<file path="src/sv/aip_pkg.sv">
`timescale 1ns / 1ps

package aip_pkg;

   // Character codes the parser reacts to
   localparam logic [7:0] CharZero   = 8'h30;
   localparam logic [7:0] CharNine   = 8'h39;
   localparam logic [7:0] CharLowerX = 8'h78;
   localparam logic [7:0] CharUpperX = 8'h58;
   localparam logic [7:0] CharMinus  = 8'h2D;
   localparam logic [7:0] CharUpperA = 8'h41;
   localparam logic [7:0] CharUpperF = 8'h46;
   localparam logic [7:0] CharLowerA = 8'h61;
   localparam logic [7:0] CharLowerF = 8'h66;
   localparam logic [7:0] CharSpace  = 8'h20;
   localparam logic [7:0] CharTab    = 8'h09;
   localparam logic [7:0] CharCr     = 8'h0D;

   localparam int unsigned DecBase = 10;

   typedef struct packed {
      logic [7:0] char_in;
      logic       start_new;
   } req_type;

   typedef struct packed {
      logic               found;
      logic signed [31:0] number;
      logic [7:0]         used_count;
   } rsp_type;

endpackage

</file>
<file path="src/sv/ascii_integer_parser_unit.sv">
`timescale 1ns / 1ps

// Channel | Direction | Handshake              | Beat payload
// --------+-----------+------------------------+---------------------------------------
// req     | in        | req_valid / req_ready  | req_data : char_in, start_new
// rsp     | out       | rsp_valid / rsp_ready  | rsp_data : found, number, used_count
//
// One byte is taken every cycle while req_ready is high; the parse state updates
// in the cycle of the beat. A result reaches rsp from the result register.
// The byte-to-state path is one multiply-by-ten (two shifts and a three-input add).
// A result register plus one skid entry part the two sides; req_ready is registered
// and drops only while both hold a result.
// Reset (synchronous, active high) returns the parser to idle and empties both entries.

module ascii_integer_parser_unit #(
   parameter int COUNT_MAX = 255
) (
   input  logic             clock,
   input  logic             reset,
   input  logic             req_valid,
   output logic             req_ready,
   input  aip_pkg::req_type req_data,
   output logic             rsp_valid,
   input  logic             rsp_ready,
   output aip_pkg::rsp_type rsp_data
);
   import aip_pkg::*;

   // Consumed count stops at the smaller of the parameter and the field's top
   localparam int         CntTopInt = (COUNT_MAX < 255) ? COUNT_MAX : 255;
   localparam logic [7:0] CntTop    = CntTopInt[7:0];
   localparam logic [3:0] HexNone   = 4'd0;
   localparam logic [3:0] HexTen    = 4'(DecBase);

   typedef enum logic [2:0] {
      PH_IDLE,
      PH_WS,
      PH_SIGN,
      PH_ZERO,
      PH_DEC,
      PH_HEX
   } phase_type;

   // Parse state
   phase_type   phase_ff, phase_in;
   logic [31:0] acc_ff, acc_in;
   logic        neg_ff, neg_in;
   logic [7:0]  cnt_ff, cnt_in;

   // Result register and skid entry
   logic        out_valid_ff, out_valid_in;
   rsp_type     out_data_ff, out_data_in;
   logic        skid_valid_ff, skid_valid_in;
   rsp_type     skid_data_ff, skid_data_in;

   // Per-byte decode
   logic        req_fire;
   logic        rsp_fire;
   logic [7:0]  ch;
   logic        is_ws;
   logic        is_dec;
   logic        is_hex;
   logic [3:0]  hex_val;
   logic [31:0] dec_next;
   logic [31:0] hex_next;
   logic [7:0]  cnt_take;

   // Effective state after an optional restart
   phase_type   phase_cur;
   logic [31:0] acc_cur;
   logic        neg_cur;
   logic [7:0]  cnt_cur;

   // Result produced by this beat
   logic        res_hit;
   logic        res_fire;
   rsp_type     res_data;

   assign req_ready = !skid_valid_ff;
   assign req_fire  = req_valid && req_ready;
   assign rsp_valid = out_valid_ff;
   assign rsp_data  = out_data_ff;
   assign rsp_fire  = out_valid_ff && rsp_ready;
   assign ch        = req_data.char_in;

   always_comb begin
      is_ws   = (ch == CharSpace) || (ch inside {[CharTab:CharCr]});
      is_dec  = ch inside {[CharZero:CharNine]};
      is_hex  = 1'b1;
      hex_val = HexNone;
      if (is_dec) begin
         hex_val = 4'(ch - CharZero);
      end else if (ch inside {[CharUpperA:CharUpperF]}) begin
         hex_val = 4'(ch - CharUpperA) + HexTen;
      end else if (ch inside {[CharLowerA:CharLowerF]}) begin
         hex_val = 4'(ch - CharLowerA) + HexTen;
      end else begin
         is_hex = 1'b0;
      end
   end

   always_comb begin
      // Restart: drop any parse in progress
      if (req_data.start_new) begin
         phase_cur = PH_WS;
         acc_cur   = '0;
         neg_cur   = 1'b0;
         cnt_cur   = '0;
      end else begin
         phase_cur = phase_ff;
         acc_cur   = acc_ff;
         neg_cur   = neg_ff;
         cnt_cur   = cnt_ff;
      end

      // Times ten as (x << 3) + (x << 1), wrapping at 32 bits
      dec_next = {acc_cur[28:0], 3'b000} + {acc_cur[30:0], 1'b0} + {28'd0, hex_val};
      hex_next = {acc_cur[27:0], hex_val};
      cnt_take = (cnt_cur < CntTop) ? cnt_cur + 8'd1 : cnt_cur;

      phase_in = phase_cur;
      acc_in   = acc_cur;
      neg_in   = neg_cur;
      cnt_in   = cnt_cur;
      res_fire = 1'b0;
      res_hit  = 1'b0;

      case (phase_cur)
         PH_WS: begin
            if (is_ws) begin
               cnt_in = cnt_take;
            end else if (ch == CharMinus) begin
               neg_in   = 1'b1;
               cnt_in   = cnt_take;
               phase_in = PH_SIGN;
            end else if (ch == CharZero) begin
               acc_in   = '0;
               cnt_in   = cnt_take;
               phase_in = PH_ZERO;
            end else if (is_dec) begin
               acc_in   = {28'd0, hex_val};
               cnt_in   = cnt_take;
               phase_in = PH_DEC;
            end else begin
               res_fire = 1'b1;
            end
         end
         PH_SIGN: begin
            if (ch == CharZero) begin
               acc_in   = '0;
               cnt_in   = cnt_take;
               phase_in = PH_ZERO;
            end else if (is_dec) begin
               acc_in   = {28'd0, hex_val};
               cnt_in   = cnt_take;
               phase_in = PH_DEC;
            end else begin
               res_fire = 1'b1;
               res_hit  = 1'b1;
            end
         end
         PH_ZERO: begin
            if ((ch == CharLowerX) || (ch == CharUpperX)) begin
               cnt_in   = cnt_take;
               phase_in = PH_HEX;
            end else if (is_dec) begin
               acc_in   = dec_next;
               cnt_in   = cnt_take;
               phase_in = PH_DEC;
            end else begin
               res_fire = 1'b1;
               res_hit  = 1'b1;
            end
         end
         PH_DEC: begin
            if (is_dec) begin
               acc_in = dec_next;
               cnt_in = cnt_take;
            end else begin
               res_fire = 1'b1;
               res_hit  = 1'b1;
            end
         end
         PH_HEX: begin
            if (is_hex) begin
               acc_in = hex_next;
               cnt_in = cnt_take;
            end else begin
               res_fire = 1'b1;
               res_hit  = 1'b1;
            end
         end
         default: begin
            // Idle: ignore bytes until one arrives marked start_new
            phase_in = PH_IDLE;
         end
      endcase

      // Ending byte is not consumed; go back to idle
      if (res_fire) begin
         phase_in = PH_IDLE;
      end

      res_data.found      = res_hit;
      res_data.number     = res_hit ? (neg_cur ? 32'd0 - acc_cur : acc_cur) : '0;
      res_data.used_count = cnt_cur;
   end

   // Output side: result register backed by one skid entry
   always_comb begin
      out_valid_in  = out_valid_ff;
      out_data_in   = out_data_ff;
      skid_valid_in = skid_valid_ff;
      skid_data_in  = skid_data_ff;
      if (skid_valid_ff) begin
         // Input is held off; drain the skid entry once the output frees up
         if (rsp_fire) begin
            out_data_in   = skid_data_ff;
            skid_valid_in = 1'b0;
         end
      end else if (!out_valid_ff || rsp_fire) begin
         out_valid_in = req_fire && res_fire;
         if (req_fire && res_fire) begin
            out_data_in = res_data;
         end
      end else if (req_fire && res_fire) begin
         skid_valid_in = 1'b1;
         skid_data_in  = res_data;
      end
   end

   always_ff @(posedge clock) begin
      if (reset) begin
         phase_ff      <= PH_IDLE;
         out_valid_ff  <= 1'b0;
         skid_valid_ff <= 1'b0;
      end else begin
         if (req_fire) begin
            phase_ff <= phase_in;
         end
         out_valid_ff  <= out_valid_in;
         skid_valid_ff <= skid_valid_in;
      end
      // Payload needs no reset: a restart clears it before use
      if (req_fire) begin
         acc_ff <= acc_in;
         neg_ff <= neg_in;
         cnt_ff <= cnt_in;
      end
      out_data_ff  <= out_data_in;
      skid_data_ff <= skid_data_in;
   end

endmodule

</file>
<file path="config.mk">
export PLATFORM = sky130hd
export DESIGN_NAME = ascii_integer_parser_unit
export DESIGN_NICKNAME = d
export VERILOG_FILES = /design/src/sv/aip_pkg.sv /design/src/sv/ascii_integer_parser_unit.sv
export SDC_FILE = /design/constraint.sdc
export NUM_CORES = 1
export LEC_CHECK = 0
export BUFFER_PORTS_ARGS = -buffer_cell sky130_fd_sc_hd__buf_4
export CORE_MARGIN = 2
export CORE_UTILIZATION = 40
export DETAILED_ROUTE_END_ITERATION = 10
export GPL_TIMING_DRIVEN = 0
export PLACE_DENSITY = 0.6
export SYNTH_ARGS = -nofsm -noshare
export SYNTH_HDL_FRONTEND = slang
export SYNTH_SLANG_ARGS = --single-unit
</file>
<file path="constraint.sdc">
create_clock -name clock -period 6.8 [get_ports clock]
set_input_delay 1.36 -clock clock [delete_from_list [all_inputs] [get_ports clock]]
set_output_delay 1.36 -clock clock [all_outputs]
set_load 0.05 [all_outputs]
</file>
After elaboration in Yosys (flattened, before gate mapping)
Index checks and enable logic that the tools add are counted.
Widths: inputs -> output; s select.
{ "totals": {"regBits": 128, "input_bits": 13, "output_inout_bits": 43, "wordCells": 115} }
{ "op_classes": {"addsub": 9, "n_lt_le_gt_ge": 9, "n_eq_ne": 11, "mux": 54, "bitwise_logic": 2, "reduce_logical": 18} }
{ "ops": {"columns": ["operator", "n"], "rows": [
  ["$mux 32", 10],
  ["$mux 41", 4],
  ["$pmux 32 s5", 1],
  ["$mux 8", 8],
  ["$pmux 8 s5", 1],
  ["$add 32x32->32", 1],
  ["$add 32x4->32", 1],
  ["$sub 1x32->32 const A", 1],
  ["$eq 8x6->1 const B", 3],
  ["$mux 3", 7],
  ["$mux 1", 17],
  ["$eq 8x7->1 const B", 2],
  ["$ge 8x7->1 const B", 2],
  ["$le 8x7->1 const B", 2],
  ["$mux 4", 3],
  ["$pmux 3 s4", 1],
  ["$sub 4x1->4 const B", 3],
  ["$add 4x4->4 const B", 2],
  ["$add 8x1->8 const B", 1],
  ["$ge 8x4->1 const B", 1],
  ["$ge 8x6->1 const B", 1],
  ["$le 8x4->1 const B", 1],
  ["$le 8x6->1 const B", 1],
  ["$lt 8x8->1 const B", 1],
  ["14 further kinds", 28]
]} }

Depth between registers and ports, before layout
Gate-level depths: netlist of the first run.
{ "depth": {"word_depth": 11, "ltp_mapped": 20, "depth_no_buf": 17} }

Worst setup path before layout of the first run
OpenSTA, ideal clock, no wires.
{ "synth_path": {"kind": "input port to flip-flop", "from": "in req_valid", "to": "reg skid_data_ff[0] (netlist bit), enable pin", "arrival_ns": 6.179, "required_time_ns": 6.300, "slack_ns": 0.121, "cell_stages": 4, "n_path_buf": 1, "path_cell_list": "nor2b_1 > clkbuf_1 > nand3_1 > nor3b_1"} }
{ "synth_via": {"elab_chain_len": 3} }
{ "synth_rtl": {"columns": ["element", "line_no", "text"], "rows": [
  ["start: declaration", "ascii_integer_parser_unit.sv:20", "input logic req_valid,"],
  ["$logic_and 1x1->1", "ascii_integer_parser_unit.sv:80", "assign req_fire = req_valid && req_ready;"],
  ["net req_fire", "ascii_integer_parser_unit.sv:57", "logic req_fire;"],
  ["$logic_and 1x1->1", "ascii_integer_parser_unit.sv:226", "end else if (req_fire && res_fire) begin"],
  ["$reduce_and 3->1 (no source line)", null, null],
  ["end signal: assignment", "ascii_integer_parser_unit.sv:251", "skid_data_ff <= skid_data_in;"],
  ["end: declaration", "ascii_integer_parser_unit.sv:54", "rsp_type skid_data_ff, skid_data_in;"]
]} }
The timed path passes the listed nets, and every way through them passes these cells.
A chain may end at the register's enable or synchronous reset.

Final worst setup path of the first run
{ "layout_path": {"from": "in req_data[1] (netlist bit)", "to": "reg acc_ff[28] (data pin)"} }
{ "layout_via": {"elab_chain_len": 9} }
{ "layout_rtl": {"columns": ["element", "line_no", "text"], "rows": [
  ["start: declaration", "ascii_integer_parser_unit.sv:22", "input aip_pkg::req_type req_data,"],
  ["$sub 4x1->4 (tied with other cells)", "ascii_integer_parser_unit.sv:94, ascii_integer_parser_unit.sv:96", null],
  ["$add 4x4->4 / $logic_and 1x1->1 (equally long branches)", "ascii_integer_parser_unit.sv:94, ascii_integer_parser_unit.sv:96, ascii_integer_parser_unit.sv:95", null],
  ["$mux 4", "ascii_integer_parser_unit.sv:95", "end else if (ch inside {[CharLowerA:CharLowerF]}) begin"],
  ["$mux 4", "ascii_integer_parser_unit.sv:93", "end else if (ch inside {[CharUpperA:CharUpperF]}) begin"],
  ["$mux 4", "ascii_integer_parser_unit.sv:91", "if (is_dec) begin"],
  ["$add 32x4->32", "ascii_integer_parser_unit.sv:117", "dec_next = {acc_cur[28:0], 3'b000} + {acc_cur[30:0], 1'b0} + {28'd0, hex_val};"],
  ["$mux 32", "ascii_integer_parser_unit.sv:166, ascii_integer_parser_unit.sv:176", null],
  ["$mux 32", "ascii_integer_parser_unit.sv:163", "if ((ch == CharLowerX) || (ch == CharUpperX)) begin"],
  ["$pmux 32 s5 *", "ascii_integer_parser_unit.sv:128", "case (phase_cur)"],
  ["net acc_in[28]", "ascii_integer_parser_unit.sv:46", "logic [31:0] acc_ff, acc_in;"],
  ["end signal: assignment", "ascii_integer_parser_unit.sv:246", "acc_ff <= acc_in;"],
  ["end: declaration", "ascii_integer_parser_unit.sv:46", null]
]} }
The timed path passes the listed nets; every way through them passes the cells marked *.

==> impl_results.md, run 1 <==
- Fmax: 156 MHz
- Count of cell types in the netlist: 80
- Max Slew Vio Count: 0
- Final ANT Viol Nets: 0
- Worst Path Arrival: about 6.6 ns
- Post-synth EDFFs: 123
- Cell Int Power: 1.63 mW
- Nature of the critical path endpoint: flip-flop
- Skew final: between 0.01 and 0.015 ns
- # setup viols final: 0
- Final wirelength: 26,200 um
- Final worst slack: 0.394 ns
- RSZ-0062 raised after global routing: no
- Slowest cell on crit path: clkbuf_1
- Register area: approximately 3800 um^2
- Setup Crit Path Kind: input pin to flip-flop
- Slew @ Worst Pin: roughly 1.1 ns
- TritonCTS buffer count: 17
- Synth top area share: 39.6%
- CTS Buffer Depth: 2
- Multi-input logic area: roughly 5200 um^2
- Initial antenna violation count: 0
- Clock sink count: between 100 and 150
- Die Ht: 157 um
- Post-layout min period: around 6.4 ns
- Clk slew on worst S/H paths: 0.06 ns
- First-pass GRT wire length: between 40,000 and 50,000 um
- Setup bufs post-CTS: 0
- Post-route DRC: 0
- First-pass iteration count of the detailed router: 5
- Syn Nets: roughly 1,100
- Vias/cell: between 5 and 6
- Diodes inserted: 0
- Max-cap violations: 0
- Worst VDD drop: 0.172 mV
- CTS tree: built
- GP Congestion: ~0.92
- Ys flop type: edfxtp_1
- Avg Inst Size Synth: 9.53 um^2
- Core outline area: approximately 23,000 um^2
- Status: finished, final reports clean
- Largest net degree at the start of global routing: 34
- Register area share after synthesis: 40.7%
- HPWL after DPL: 20,400 um
- Sequential fraction of design power: between 40% and 50%
- FF+latch count, synth: 128
- Logic pwr share: between 10% and 20%
- Total global-route track usage: 21.9%
- CTS Root Cell: clkbuf_16
- Clock group share of total power: between 40% and 50%
- Power density over the cells: between 200 and 250 nW/um^2
- CP peak stage delay: ~0.48 ns
- WL/cell: about 19 um
- Clk_lat worst skew: approximately 0.43 ns
- DIE AREA: 24,600 um^2
- Leak pwr: about 4.1 nW
- Die width: roughly 160 um
- Final Hold Fails: 0
- Synth cell count leaders: edfxtp_1, nand2_1, nor2_1
- Sw Ratio: about 28%
- P&R area growth vs syn: 16.6%
- Num rows: 55
- DR vias: around 7,900
- Nets: approximately 1,100
- Slew headroom: between 20% and 30%
- Fill count: roughly 2,200
- Dominant cells by area after synthesis: edfxtp_1, ha_1, nand2_1, a21oi_1, nor2_1
- Worst Path Required: roughly 7.0 ns
- Most frequent cell after synthesis: edfxtp_1
- Starting Density: approximately 40%
- Ys async rst share: 0%
- Share of cells above drive strength 1: 12.9%
- Mapped Cells: 979
- Post-place setup slack: -0.227 ns
- Vias in the first global route: roughly 7,400
- Area leader, netlist: edfxtp_1
- Switching Power: roughly 630 uW
- Setup TNS: 0 ns
- CP Max Fanout: 10
- CP startpoint kind: input pin
- Tcrit/Tclk final: around 94%
- Worst min path class: flip-flop to flip-flop
- Mapped Area: about 9300 um^2
- Grt ovf: 0
- Worst path cell trace: buf_4 -> inv_1 -> ha_1 -> o21bai_1 -> a21o_1 -> clkbuf_1 -> clkbuf_1 -> clkbuf_1 -> o21ai_0 -> nand2_1 -> o21ai_0 -> ha_1 -> ha_1 -> fa_1 -> a21o_1 -> a221oi_2 -> o221ai_1 -> nand4_1 -> nand3_1 -> a211o_1 -> o311ai_0
- # port buffers: 54
- Clock H-tree levels: 4
- I/O pin count: 56
- Synth warn: 0
- Initial DRC Count: roughly 660
-- power by group through the flow --
stage                     sequential, mW  clock [mW]  combinational [mW]
after floorplan                    0.949           0               0.207
final                              0.910        1.01               0.339
after detailed placement           0.926           0               0.335
after CTS                          0.910        1.02               0.336
after global routing               0.914        1.05               0.371
after global placement             0.928           0               0.330
-- through the flow --
| stage | power [mW] | instances | cell area, um^2 | hold slack, ns | util (%) |
|---|---|---|---|---|---|
| after detailed placement | 1.26 | 1352 | 10200 | 0.511 | 44.9 |
| after CTS | 2.26 | 1384 | 10900 | 0.526 | 47.7 |
| after global placement | 1.26 | 1346 | 10100 | 0.505 | 44.4 |
| after global routing | 2.33 | 1384 | 10900 | 0.536 | 47.7 |
| final | 2.26 | 1384 | 10900 | 0.527 | 47.7 |
| after floorplan | 1.16 | 979 | 9330 | 0.495 | - |
-- state kept, by name, summed over array words and instances, names as in the netlist --
register       flops
cnt_ff             8
acc_ff            32
rsp_data          41
neg_ff             1
skid_valid_ff      1
phase_ff           3
skid_data_ff      41
rsp_valid          1
-- worst max-delay path, delay by kind of cell --
family          cells  cell delay, ns
compound gates      9            2.00
fa+ha+maj           4            1.17
simple gates        3            0.45
buf+inv             5            1.57
-- final timing paths --
| check | startpoint | to | depth (start not counted) | slack [ns] |
|---|---|---|---|---|
| setup / recovery | req_data[1] | acc_ff[28]$_DFFE_PP_ | 21 | 0.39 |
| hold / removal | skid_data_ff[27]$_DFFE_PP_ | rsp_data[27]$_DFFE_PP_ | 2 | 0.53 |
| setup reg to reg | acc_ff[0]$_DFFE_PP_ | acc_ff[28]$_DFFE_PP_ | 11 | 2.91 |
| hold reg to reg | skid_data_ff[27]$_DFFE_PP_ | rsp_data[27]$_DFFE_PP_ | 2 | 0.53 |
-- final cells by class --
class	count	share of cell area [%]
buffer	56	2.36
clock buffer	17	3.91
clock inverter	15	2.05
inverter	31	1.07
multi-input combinational	764	47.6
sequential	128	34.9
tap	313	3.60
timing repair buffer	60	4.50
-- what timing repair did --
action | 4_1_cts | 5_1_grt
hold buffers | 0 | 0
gates resized for setup | 0 | 1
setup endpoints to repair | 0 | 5
-- cell families (layout without fill, tap and decap cells) --
logic type,Yosys count,count (layout),synth area share (%)
buf+inv,87,179,3.98
simple gates,332,332,17.9
xor+xnor,53,53,4.98
mux,11,11,1.25
fa+ha+maj,66,66,9.02
compound gates,302,302,22.2
flops,128,128,40.7
-- placed cells by master (no fill, tap or decap), types with 8 or more instances in the layout --
cell type  netlist  routed
a22oi_1         16      15
clkbuf_1        37      36
buf_4            1      55
xnor2_1         23      23
ha_1            64      64
or3_1            8       8
o221ai_1        11      11
nor2b_1         36      36
nand3_1         24      24
inv_1           30      30
a21o_1          22      22
o21ai_0         59      59
nand2_1        104     104
edfxtp_1       123     123
o211ai_1        16      16
clkbuf_16        0      17
o31ai_1         40      40
nor3_1          11      11
buf_2            9       9
nor2_1          80      80
a21oi_1         60      60
nand4_1         10      10
xor2_1          30      30
o22ai_1          8       8
-- metal layers --
| metal | global-route usage [%] | part of all wire, % | vias up |
|---|---|---|---|
| met2 | 33.9 | 45 | 262 |
| met1 | 31.6 | 48 | 3695 |
| met5 | 0 | 0 | - |
| met3 | 2.77 | 4.9 | 35 |
| li1 | - | - | 3869 |
| met4 | 7.43 | 2.3 | 0 |
Note: power is estimated with default switching activity, not from simulation.
==> run 2: changes to the inputs <==
--- a/config.mk
+++ b/config.mk
@@ -5,12 +5,13 @@
 export SDC_FILE = /design/constraint.sdc
 export NUM_CORES = 1
 export LEC_CHECK = 0
-export BUFFER_PORTS_ARGS = -buffer_cell sky130_fd_sc_hd__buf_4
+export CAP_MARGIN = 25
 export CORE_MARGIN = 2
 export CORE_UTILIZATION = 40
 export DETAILED_ROUTE_END_ITERATION = 10
+export DONT_BUFFER_PORTS = 1
 export GPL_TIMING_DRIVEN = 0
-export PLACE_DENSITY = 0.6
+export PLACE_DENSITY = 0.58
 export SYNTH_ARGS = -nofsm -noshare
 export SYNTH_HDL_FRONTEND = slang
 export SYNTH_SLANG_ARGS = --single-unit
==> impl_results.md, run 2 (same netlist as run 1, synthesis figures left out) <==
- Status: finished, final reports clean (unchanged)
- Register area: 3790 um^2 (unchanged)
- Die width: 157 um (unchanged)
- GP Congestion: 0.919 (was 0.920)
- Worst Reg-to-Reg Cells: 11 (unchanged)
- DR vias: 7,740 (was 7,861)
- Clock H-tree levels: 4 (unchanged)
- Slew @ Worst Pin: 0.994 ns (was 1.12 ns)
- Setup Crit Path Kind: input pin to flip-flop (unchanged)
- Post-place setup slack: -0.121 ns (was -0.227 ns)
- Power density over the cells: 209 nW/um^2 (was 208 nW/um^2)
- CTS tree: built (unchanged)
- Final Hold Fails: 0 (unchanged)
- Hold_buf cts: 0 (unchanged)
- CTS Root Cell: clkbuf_16 (unchanged)
- Slew headroom: 33.3% (was 25.1%)
- Placed cell area: 9810 um^2 (was 10,200 um^2)
- Worst hold margin: 0.524 ns (was 0.527 ns)
- Slowest cell on crit path: clkbuf_1 (unchanged)
- Final wirelength: 26,200 um (about the same)
- # setup viols final: 0 (unchanged)
- CP Max Fanout: 10 (unchanged)
- Fill count: 2,172 (was 2,162)
- TritonCTS buffer count: 17 (unchanged)
- Final ANT Viol Nets: 0 (unchanged)
- Starting Density: 40.9% (unchanged)
- WL/cell: 19.8 um (was 19.0 um)
- P&R area growth vs syn: 11.8% (was 16.6%)
- Final worst slack: 0.498 ns (was 0.394 ns)
- Worst Path Required: 6.94 ns (was 6.96 ns)
- Worst path cell trace: inv_1 -> ha_1 -> o21bai_1 -> a21o_1 -> clkbuf_1 -> clkbuf_1 -> clkbuf_1 -> o21ai_0 -> nand2_1 -> o21ai_0 -> ha_1 -> ha_1 -> fa_1 -> a21o_1 -> a221oi_2 -> o221ai_1 -> nand4_1 -> nand3_1 -> a211o_1 -> o311ai_0 (was buf_4 -> inv_1 -> ha_1 -> o21bai_1 -> a21o_1 -> clkbuf_1 -> clkbuf_1 -> clkbuf_1 -> o21ai_0 -> nand2_1 -> o21ai_0 -> ha_1 -> ha_1 -> fa_1 -> a21o_1 -> a221oi_2 -> o221ai_1 -> nand4_1 -> nand3_1 -> a211o_1 -> o311ai_0)
- Grt ovf: 0 (unchanged)
- Hold Path Depth: 2 (unchanged)
- Leak pwr: 3.84 nW (was 4.12 nW)
- First-pass GRT wire length: 41,500 um (was 41,700 um)
- Vias in the first global route: 7,349 (was 7,409)
- Nets: 1,083 (was 1,137)
- Nature of the critical path endpoint: flip-flop (unchanged)
- Share of cells above drive strength 1: 8.17% (was 12.9%)
- Initial antenna violation count: 0 (unchanged)
- DIE AREA: 24,600 um^2 (unchanged)
- Num rows: 55 (unchanged)
- Commonest non-fill, non-tap cells in the layout: edfxtp_1, nand2_1, nor2_1 (unchanged)
- Setup TNS: 0 ns (unchanged)
- Design Area, Final: 10,400 um^2 (was 10,900 um^2)
- Post-layout min period: 6.30 ns (was 6.41 ns)
- Vias/cell: 5.82 (was 5.68)
- Worst min path class: flip-flop to flip-flop (unchanged)
- Clk_lat worst skew: 0.42 ns (was 0.43 ns)
- Placed Instances: 1,298 (was 1,352)
- CTS Buffer Depth: 2 (unchanged)
- Tcrit/Tclk final: 92.7% (was 94.2%)
- Worst VDD drop: 0.164 mV (was 0.172 mV)
- Clk slew on worst S/H paths: 0.06 ns (about the same)
- First-pass iteration count of the detailed router: 6 (was 5)
- # port buffers: 0 (was 54)
- Multi-input logic area: 5180 um^2 (unchanged)
- RSZ-0062 raised after global routing: no (unchanged)
- Max-cap violations: 0 (unchanged)
- Diodes inserted: 0 (unchanged)
- CP startpoint kind: input pin (unchanged)
- Initial DRC Count: 625 (was 662)
- Most common cell after layout, fill and taps aside: edfxtp_1 (unchanged)
- Post-route DRC: 0 (unchanged)
- I/O pin count: 56 (unchanged)
- Die Ht: 157 um (unchanged)
- Core outline area: 22,800 um^2 (unchanged)
- Skew final: 0.0115 ns (was 0.0108 ns)
- Total global-route track usage: 21.7% (was 21.9%)
- Layout Cells excl Fill: 1,329 (was 1,384)
- Clock sink count: 128 (unchanged)
- HPWL after DPL: 20,300 um (was 20,400 um)
- CP peak stage delay: 0.48 ns (about the same)
- Fmax: 159 MHz (was 156 MHz)
- Largest net degree at the start of global routing: 33 (was 34)
- Worst Path Arrival: 6.44 ns (was 6.56 ns)
- Max Slew Vio Count: 0 (unchanged)
[run 2: cell types whose count changed in the layout (fill, tap and decap cells not counted)]
cell       change
buf_4         -54
bufinv_16      -1
inv_6          +1
inv_8          -3
clkinv_2       +2
[run 2: what timing repair did]
| item | in CTS | in global routing |
|---|---|---|
| endpoints found under the setup margin | 0 | 5 |
| setup buffers | 0 | 0 |
| gates resized for setup | 0 | 1 |
[run 2: power by group]
group	internal, mW	total [mW]	switching [mW]
sequential	0.891	0.939	0.0484
clock	0.581	0.950	0.369
combinational	0.0991	0.292	0.193
[run 2: cell type report]
type	instances	share of cell area [%]
tap	313	3.76
clock inverter	14	1.70
multi-input combinational	764	49.7
clock buffer	17	4.08
sequential	128	36.4
buffer	56	2.46
inverter	31	1.12
timing repair buffer	6	0.804
[run 2: metal layers]
layer	GRT usage, %	routed length [um]	up-vias
li1	-	-	3753
met1	30.6	12300	3680
met2	34.0	12000	263
met3	3.18	1260	44
met4	7.78	689	0
met5	0	0	-
[run 2: metrics by stage]
| stage | power (mW) | utilization [%] |
|---|---|---|
| 2_1_floorplan | 1.16 | - |
| 3_3_place_gp | 1.24 | 42.7 |
| 3_5_place_dp | 1.24 | 43.1 |
| 4_1_cts | 2.18 | 45.7 |
| 5_1_grt | 2.26 | 45.8 |
| 6_report | 2.18 | 45.8 |
[run 2: path summary, 6_finish.rpt]
kind	slack [ns]	startpoint	to
worst max-delay path	0.50	req_data[2]	acc_ff[28]$_DFFE_PP_
worst max register to register	2.88	acc_ff[0]$_DFFE_PP_	acc_ff[28]$_DFFE_PP_
worst min register to register	0.52	skid_data_ff[39]$_DFFE_PP_	rsp_data[39]$_DFFE_PP_
worst min-delay path	0.52	skid_data_ff[39]$_DFFE_PP_	rsp_data[39]$_DFFE_PP_
[run 2: worst max-delay path, delay by kind of cell]
kind	cells	cell delay, ns
compound gates	9	2.05
fa+ha+maj	4	1.15
simple gates	3	0.46
buf+inv	4	1.42
